**src/rtl/ffpa_pkg.sv**
```systemverilog
// shared types and constants for the first-fit page allocator
// no dependencies; imported by first_fit_page_allocator_core and its bench
package ffpa_pkg;

    localparam int          MAX_PAGES_DEF    = 8;
    localparam int          FILL_W           = 30;
    localparam logic [31:0] PAGE_BYTES_RESET = 32'd134217728;

    // command codes
    localparam logic CMD_ALLOC = 1'b0;
    localparam logic CMD_CLEAR = 1'b1;

    // result status codes
    localparam logic [1:0] ST_PLACED   = 2'd0;
    localparam logic [1:0] ST_TOO_BIG  = 2'd1;
    localparam logic [1:0] ST_NO_PAGE  = 2'd2;
    localparam logic [1:0] ST_CLEARED  = 2'd3;

    typedef struct packed {
        logic        cmd;
        logic [31:0] block_bytes;
    } t_in;

    typedef struct packed {
        logic [1:0]        status;
        logic [2:0]        page_index;
        logic [FILL_W-1:0] word_offset;
    } t_out;

endpackage

```
**src/rtl/ffpa_ram.sv**
```systemverilog
// generic single-clock ram, one write port, one read port, registered read
// depends on nothing
module ffpa_ram #(
    parameter int WIDTH = 30,
    parameter int DEPTH = 8
) (
    input  logic                                   i_clk,
    input  logic                                   i_we,
    input  logic [(DEPTH > 1 ? $clog2(DEPTH) : 1)-1:0] i_waddr,
    input  logic [WIDTH-1:0]                       i_wdata,
    input  logic                                   i_re,
    input  logic [(DEPTH > 1 ? $clog2(DEPTH) : 1)-1:0] i_raddr,
    output logic [WIDTH-1:0]                       o_rdata
);

    logic [WIDTH-1:0] r_mem [DEPTH];
    logic [WIDTH-1:0] r_rdata;

    // write port
    always_ff @(posedge i_clk) begin
        if (i_we) begin
            r_mem[i_waddr] <= i_wdata;
        end
    end

    // registered read port
    always_ff @(posedge i_clk) begin
        if (i_re) begin
            r_rdata <= r_mem[i_raddr];
        end
    end

    assign o_rdata = r_rdata;

endmodule

```
**src/rtl/first_fit_page_allocator_core.sv**
```systemverilog
// first-fit page allocator: places word-rounded blocks into up to MAX_PAGES pages
// depends on ffpa_pkg and ffpa_ram (page fill counts live in the ram)
//
//  channel | handshake                      | beat
//  --------+--------------------------------+---------------------------------
//  in      | i_in_valid  / o_in_stall       | i_in_data  (cmd, block_bytes)
//  out     | o_out_valid / i_out_stall      | o_out_data (status, page, offset)
//  cfg     | i_cfg_valid / o_cfg_ready      | i_cfg_data (max_page_bytes)
//
// clear, oversize and first-page-open beats go from accept straight to the done state.
// an allocate that scans open pages holds in the check state, one ram read per page,
// until one fits or the list ends (at most MAX_PAGES pages), then goes to done.
// reset clears the page count but not the fill ram; fill entries past the count are never read.
// a result held in a stalled output register keeps the block in done and stalls the next input beat.
module first_fit_page_allocator_core #(
    parameter int MAX_PAGES = ffpa_pkg::MAX_PAGES_DEF
) (
    input  logic                i_clk,
    input  logic                i_rst_n,
    input  logic                i_in_valid,
    output logic                o_in_stall,
    input  ffpa_pkg::t_in       i_in_data,
    output logic                o_out_valid,
    input  logic                i_out_stall,
    output ffpa_pkg::t_out      o_out_data,
    input  logic                i_cfg_valid,
    output logic                o_cfg_ready,
    input  logic [31:0]         i_cfg_data
);
    import ffpa_pkg::*;

    localparam int IDX_W = (MAX_PAGES > 1) ? $clog2(MAX_PAGES) : 1;
    localparam int PO_W  = IDX_W + 1;
    localparam logic [PO_W-1:0] PAGES_MAX = PO_W'(MAX_PAGES);

    typedef enum logic [2:0] {
        S_IDLE  = 3'b001,
        S_CHECK = 3'b010,
        S_DONE  = 3'b100
    } t_state;

    t_state             r_state, n_state;
    logic [31:0]        r_cap;
    logic [PO_W-1:0]    r_pages_open, n_pages_open;
    logic [IDX_W-1:0]   r_idx, n_idx;
    logic [30:0]        r_words, n_words;
    t_out               r_res, n_res;
    logic               r_out_valid;
    t_out               r_out;

    logic               in_acc;
    logic               out_free;
    logic [30:0]        in_words;
    logic [29:0]        cap_words;
    logic [FILL_W-1:0]  fill_rd;
    logic [31:0]        fit_sum;
    logic               fits;
    logic [PO_W-1:0]    idx_next;
    logic               ram_we, ram_re;
    logic [IDX_W-1:0]   ram_waddr, ram_raddr;
    logic [FILL_W-1:0]  ram_wdata;
    logic [IDX_W+2:0]   idx_wide;
    logic [IDX_W+2:0]   open_wide;

    assign o_in_stall  = (r_state != S_IDLE);
    assign in_acc      = i_in_valid && (r_state == S_IDLE);
    assign out_free    = !r_out_valid || !i_out_stall;
    assign o_cfg_ready = 1'b1;

    // bytes rounded up to words, page capacity in whole words
    assign in_words  = {1'b0, i_in_data.block_bytes[31:2]} + 31'(|i_in_data.block_bytes[1:0]);
    assign cap_words = r_cap[31:2];

    // fit test against the page read last cycle, in words with no wrap
    assign fit_sum  = {2'b00, fill_rd} + {1'b0, r_words};
    assign fits     = fit_sum <= {2'b00, cap_words};
    assign idx_next = {1'b0, r_idx} + PO_W'(1);

    // page numbers cut to the 3-bit result field
    assign idx_wide  = {3'b000, r_idx};
    assign open_wide = {3'b000, r_pages_open[IDX_W-1:0]};

    ffpa_ram #(
        .WIDTH (FILL_W),
        .DEPTH (MAX_PAGES)
    ) u_fill_ram (
        .i_clk   (i_clk),
        .i_we    (ram_we),
        .i_waddr (ram_waddr),
        .i_wdata (ram_wdata),
        .i_re    (ram_re),
        .i_raddr (ram_raddr),
        .o_rdata (fill_rd)
    );

    // sequencer: accept, scan open pages one read per cycle where needed, then hand off result
    always_comb begin
        n_state      = r_state;
        n_pages_open = r_pages_open;
        n_idx        = r_idx;
        n_words      = r_words;
        n_res        = r_res;
        ram_we       = 1'b0;
        ram_waddr    = r_idx;
        ram_wdata    = '0;
        ram_re       = 1'b0;
        ram_raddr    = r_idx;
        unique case (r_state)
            S_IDLE: begin
                if (in_acc) begin
                    n_words = in_words;
                    n_res   = '0;
                    n_idx   = '0;
                    if (i_in_data.cmd == CMD_CLEAR) begin
                        n_pages_open = '0;
                        n_res.status = ST_CLEARED;
                        n_state      = S_DONE;
                    end else if (in_words > {1'b0, cap_words}) begin
                        n_res.status = ST_TOO_BIG;
                        n_state      = S_DONE;
                    end else if (r_pages_open == '0) begin
                        // open page zero directly
                        ram_we       = 1'b1;
                        ram_waddr    = '0;
                        ram_wdata    = in_words[FILL_W-1:0];
                        n_pages_open = PO_W'(1);
                        n_res.status = ST_PLACED;
                        n_state      = S_DONE;
                    end else begin
                        ram_re    = 1'b1;
                        ram_raddr = '0;
                        n_state   = S_CHECK;
                    end
                end
            end
            S_CHECK: begin
                priority if (fits) begin
                    ram_we            = 1'b1;
                    ram_waddr         = r_idx;
                    ram_wdata         = FILL_W'(fit_sum);
                    n_res.status      = ST_PLACED;
                    n_res.page_index  = idx_wide[2:0];
                    n_res.word_offset = fill_rd;
                    n_state           = S_DONE;
                end else if (idx_next < r_pages_open) begin
                    n_idx     = idx_next[IDX_W-1:0];
                    ram_re    = 1'b1;
                    ram_raddr = idx_next[IDX_W-1:0];
                end else if (r_pages_open >= PAGES_MAX) begin
                    n_res.status = ST_NO_PAGE;
                    n_state      = S_DONE;
                end else begin
                    // open the next page
                    ram_we           = 1'b1;
                    ram_waddr        = r_pages_open[IDX_W-1:0];
                    ram_wdata        = r_words[FILL_W-1:0];
                    n_pages_open     = r_pages_open + PO_W'(1);
                    n_res.status     = ST_PLACED;
                    n_res.page_index = open_wide[2:0];
                    n_state          = S_DONE;
                end
            end
            S_DONE: begin
                if (out_free) begin
                    n_state = S_IDLE;
                end
            end
            default: begin
                n_state = S_IDLE;
            end
        endcase
    end

    // control registers
    always_ff @(posedge i_clk) begin
        if (!i_rst_n) begin
            r_state      <= S_IDLE;
            r_pages_open <= '0;
            r_cap        <= PAGE_BYTES_RESET;
            r_out_valid  <= 1'b0;
        end else begin
            r_state      <= n_state;
            r_pages_open <= n_pages_open;
            if (i_cfg_valid && o_cfg_ready) begin
                r_cap <= i_cfg_data;
            end
            if (r_state == S_DONE && out_free) begin
                r_out_valid <= 1'b1;
            end else if (!i_out_stall) begin
                r_out_valid <= 1'b0;
            end
        end
    end

    // payload registers
    always_ff @(posedge i_clk) begin
        r_idx   <= n_idx;
        r_words <= n_words;
        r_res   <= n_res;
        if (r_state == S_DONE && out_free) begin
            r_out <= r_res;
        end
    end

    assign o_out_valid = r_out_valid;
    assign o_out_data  = r_out;

`ifndef SYNTHESIS
    a_pages_bound: assert property (@(posedge i_clk) disable iff (!i_rst_n)
        r_pages_open <= PAGES_MAX)
        else $error("page count past limit");

    a_clear_empties: assert property (@(posedge i_clk) disable iff (!i_rst_n)
        in_acc && i_in_data.cmd == CMD_CLEAR |=> r_pages_open == '0)
        else $error("clear left pages open");

    a_unplaced_zero: assert property (@(posedge i_clk) disable iff (!i_rst_n)
        o_out_valid && o_out_data.status != ST_PLACED
            |-> o_out_data.page_index == '0 && o_out_data.word_offset == '0)
        else $error("unplaced result carries page or offset");

    a_scan_in_range: assert property (@(posedge i_clk) disable iff (!i_rst_n)
        r_state == S_CHECK |-> {1'b0, r_idx} < r_pages_open)
        else $error("scan index beyond open pages");
`endif

endmodule

```
**config.mk**
```make
export PLATFORM = sky130hd
export DESIGN_NAME = first_fit_page_allocator_core
export DESIGN_NICKNAME = d
export VERILOG_FILES = /design/src/rtl/ffpa_pkg.sv /design/src/rtl/ffpa_ram.sv /design/src/rtl/first_fit_page_allocator_core.sv
export SDC_FILE = /design/constraint.sdc
export NUM_CORES = 1
export LEC_CHECK = 0
export BUFFER_PORTS_ARGS = -buffer_cell sky130_fd_sc_hd__buf_2
export CAP_MARGIN = 20
export CELL_PAD_IN_SITES_DETAIL_PLACEMENT = 1
export CELL_PAD_IN_SITES_GLOBAL_PLACEMENT = 1
export CORE_MARGIN = 2
export CORE_UTILIZATION = 55
export CTS_CLUSTER_DIAMETER = 80
export CTS_CLUSTER_SIZE = 16
export DETAILED_ROUTE_END_ITERATION = 12
export PLACE_DENSITY_LB_ADDON = 0.1
export REMOVE_ABC_BUFFERS = 1
export SLEW_MARGIN = 25
export SYNTH_ARGS = -nofsm -noshare
export SYNTH_HDL_FRONTEND = slang
export SYNTH_SLANG_ARGS = --single-unit
```
**constraint.sdc**
```tcl
create_clock -name i_clk -period 17.7 [get_ports i_clk]
set_input_delay 3.54 -clock i_clk [delete_from_list [all_inputs] [get_ports i_clk]]
set_output_delay 3.54 -clock i_clk [all_outputs]
set_load 0.05 [all_outputs]
```
==> flow_summary_export.csv <==
group,metric,value,unit
outcome,status,"finished clean",
route,drt-wirelength-per-cell,27.1,µm
synthesis,synth_top_family_by_area,"multiplexers",
final_layout,utilization,61.6,%
synthesis,synth-simple-area-share,8.30,%
floorplanning,num_rows,69,
final_layout,antenna_cells,0,
floorplanning,core,35600,µm²
synthesis,synth_compound_area_share,6.96,%
route,drt_wl_total,54.5,mm
global_route,grt_pass1_wl,81.9,mm
sta,slew_headroom,29.8,%
critical_path,r2r_end,"u_fill_ram.r_mem[5][17]",
floorplanning,fp.dieW,194,µm
pwr,peakVddDrop,0.0801,mV
synthesis,synth.avg_cell_area,14.1,µm²
cts,post-cts-setup-buffer-count,0,
global_route,antenna_found_initial,0,
synthesis,synth_cell_type_count,74,
critical_path,timing.rr.start,"u_fill_ram.o_rdata[0]",
floorplanning,start_util,55.7,%
sta,fin_crit,10110,ps
sta,setup_slack,7590,ps
critical_path,end_kind,"flip-flop",
sta,fin_setup_tns,0,ps
final_layout,instances_no_fill,2010,
cts,htreeDepth,1,
floorplanning,ioPinCount,108,
critical_path,critical_path_arrival,10350,ps
cts,cts_buffers,30,
cts,ctsResizeCount,0,
place,hpwl,36.2,mm
synthesis,syn_inst,1410,
synthesis,synth-main-ff-cell,"edfxtp_1",
sta,hold_viol_final,0,
route,drc,0,
route,ant_nets,0,
global_route,grt_util_all_layers,29.0,%
route,firstDrtPassIters,5,
sta,final.setup_skew,31.4,ps
route,wl_met3,2.78,mm
route,drt-initial-drc-count,938,
synthesis,synth_area,19800,µm²
synthesis,synth.ff_latch_count,412,
synthesis,ys_seq_area_share,60.5,%
place,globalplace.congestion,0.921,
final_layout,num-nets-final,1694,
place,pre_cts_slack,7100,ps
floorplanning,die_h,194,µm
route,via_count,12400,
critical_path,crit_start,"i_in_data[1]",
global_route,grt_overflow,0,
global_route,grt_max_degree,73,
cts,clkLatencyLatePin,590,ps
cts,cts.sinks,412,
sta,maxSlewViolCount,0,
sta,fmax,98.9,MHz
cts,clockBufferDepth,3,
synthesis,synthAdderAreaFrac,6.29,%
synthesis,synth_area_leader_cell,"edfxtp_1",
sta,rsz0062_at_grt,"no",
pwr,power.density,91.3,nW/µm²
min_path,hp-class,"reg2reg",
global_route,grt_pass1_vias,13500,
critical_path,path_max_fanout,16,
route,maxUsedRoutingLayer,"met4",
final_layout,area_delta_synth_final,10.6,%
critical_path,reg2reg_depth,21,
cts,holdBufCountCts,0,
final_layout,drive_above_1_share,20.2,%
floorplanning,die_area,37600,µm²
cts,cts_root_buffer,"clkbuf_16",
synthesis,synthMuxAreaShare,13.0,%
pwr,p_leak,8.35,nW
critical_path,crit_type,"in2reg",
synthesis,synth-xor-area-share,2.47,%
cts,cts_tree,"built",
critical_path,worst-r2r-setup-slack,9550,ps
synthesis,synth_edf_count,374,
sta,setup_viol,0,
synthesis,synth_area_leaders,"edfxtp_1, ha_1, mux2_2, dfxtp_1, mux4_2",
critical_path,required,17940,ps
place,dp.cells,1952,
sta,worst_pin_slew,1050,ps
synthesis,synth_top_area_share,56.7,%
synthesis,synth_commonest_cells,"edfxtp_1, ha_1, mux2_2",
sta,finalCritPeriodShare,57.1,%
route,wl_met2,27.2,mm
route,met1_length,22.5,mm
synthesis,yosysMostFrequentCell,"edfxtp_1",
critical_path,critPathLaunchType,"input pin",
pwr,total_power,2.00,mW
synthesis,yosys_warnings,0,
cts,clk_pin_slew,70,ps
critical_path,endpoint,"u_fill_ram.r_mem[5][17]",
place,io_buffers,104,
route,via_per_inst,6.19,
synthesis,async_reset_ff_share,0,%
flow_run,cap_violations,0,
[kinds of logic (layout without fill, tap and decap cells)]
| group | after synthesis | in the layout |
|---|---|---|
| flip-flops | 412 | 412 |
| XOR/XNOR | 56 | 56 |
| AND/OR/NAND/NOR | 319 | 319 |
| multiplexers | 205 | 205 |
| buffers and inverters | 102 | 241 |
| adder cells (fa/ha/maj) | 99 | 99 |
| AO/OA/AOI/OAI | 216 | 216 |
| other | 1 | 1 |
[metrics by stage]
stage,hold WS [ps],area [µm²]
floorplan,400,19500
global placement,401,21000
detailed placement,405,21000
CTS,424,21900
global route,423,21900
finish,414,21900
[where the power goes]
part | internal, mW | total, mW | switching, mW
clock | 0.329 | 0.664 | 0.335
combinational | 0.0953 | 0.249 | 0.153
sequential | 1.08 | 1.09 | 0.0107
total | 1.50 | 2.00 | 0.499
[critical path: stages]
cell	delay, ps
buf_2	70
or2_2	90
ha_1	210
nand2_1	70
nor2_1	270
nand3_1	180
nor2_1	480
nand3_1	410
nor2_1	230
xor2_1	410
ha_1	210
and4_1	230
nand2b_1	90
nor3_1	330
nand4b_1	120
a21boi_1	240
or4_1	830
a21boi_0	250
a22oi_1	830
and4b_2	780
buf_4	410
[sequential cells by signal (all words and copies together) (netlist names), 3 cells and up]
signal and flops:
r_res 35, r_idx 3, u_fill_ram.r_mem 240, r_state 3, o_out_data 35, r_pages_open 4, u_fill_ram.o_rdata 30, r_words 31
r_cap 30
[placed cells by master, fill, tap and decap left out, types with 10 or more instances in the layout]
cell type	synthesis	final
a21o_1	27	26
a21oi_1	62	61
and2_1	40	40
and3_1	16	16
buf_2	13	104
buf_4	1	26
clkbuf_1	21	22
clkbuf_16	0	31
dfxtp_1	38	38
edfxtp_1	374	374
ha_1	98	98
inv_1	53	53
mux2_1	35	35
mux2_2	86	86
mux2i_1	54	54
mux4_2	30	30
nand2_1	47	47
nand2b_1	10	10
nand3_1	54	54
nand4_1	21	21
nor2_1	85	82
o21ai_0	51	47
xnor2_1	32	32
xor2_1	24	24
[final cells by class]
class	instances	area (µm²)
multi-input combinational	896	7500
inverter	53	199
timing repair buffer	132	763
sequential	412	12000
tap	461	577
clock buffer	53	858
clock inverter	3	25.0
fill	3408	13700
[how the worst min path moves through the flow]
stage / from / end / slack (ps) / depth (start not counted)
2_1_floorplan: r_res[0] / o_out_data[0] / 400 / 0
5_1_grt: r_res[23] / o_out_data[23] / 420 / 0
6_report: r_res[23] / o_out_data[23] / 410 / 0
3_5_place_dp: r_res[8] / o_out_data[8] / 410 / 0
4_1_cts: r_res[19] / o_out_data[19] / 420 / 0
3_3_place_gp: r_res[20] / o_out_data[20] / 400 / 0
[routing by layer]
metal | GRT usage [%] | vias up
li1 | - | 5611
met1 | 37.3 | 6368
met2 | 50.3 | 361
met3 | 4.11 | 106
met4 | 10.7 | 0
met5 | 0 | -
Power figures use the tool's default switching activity.
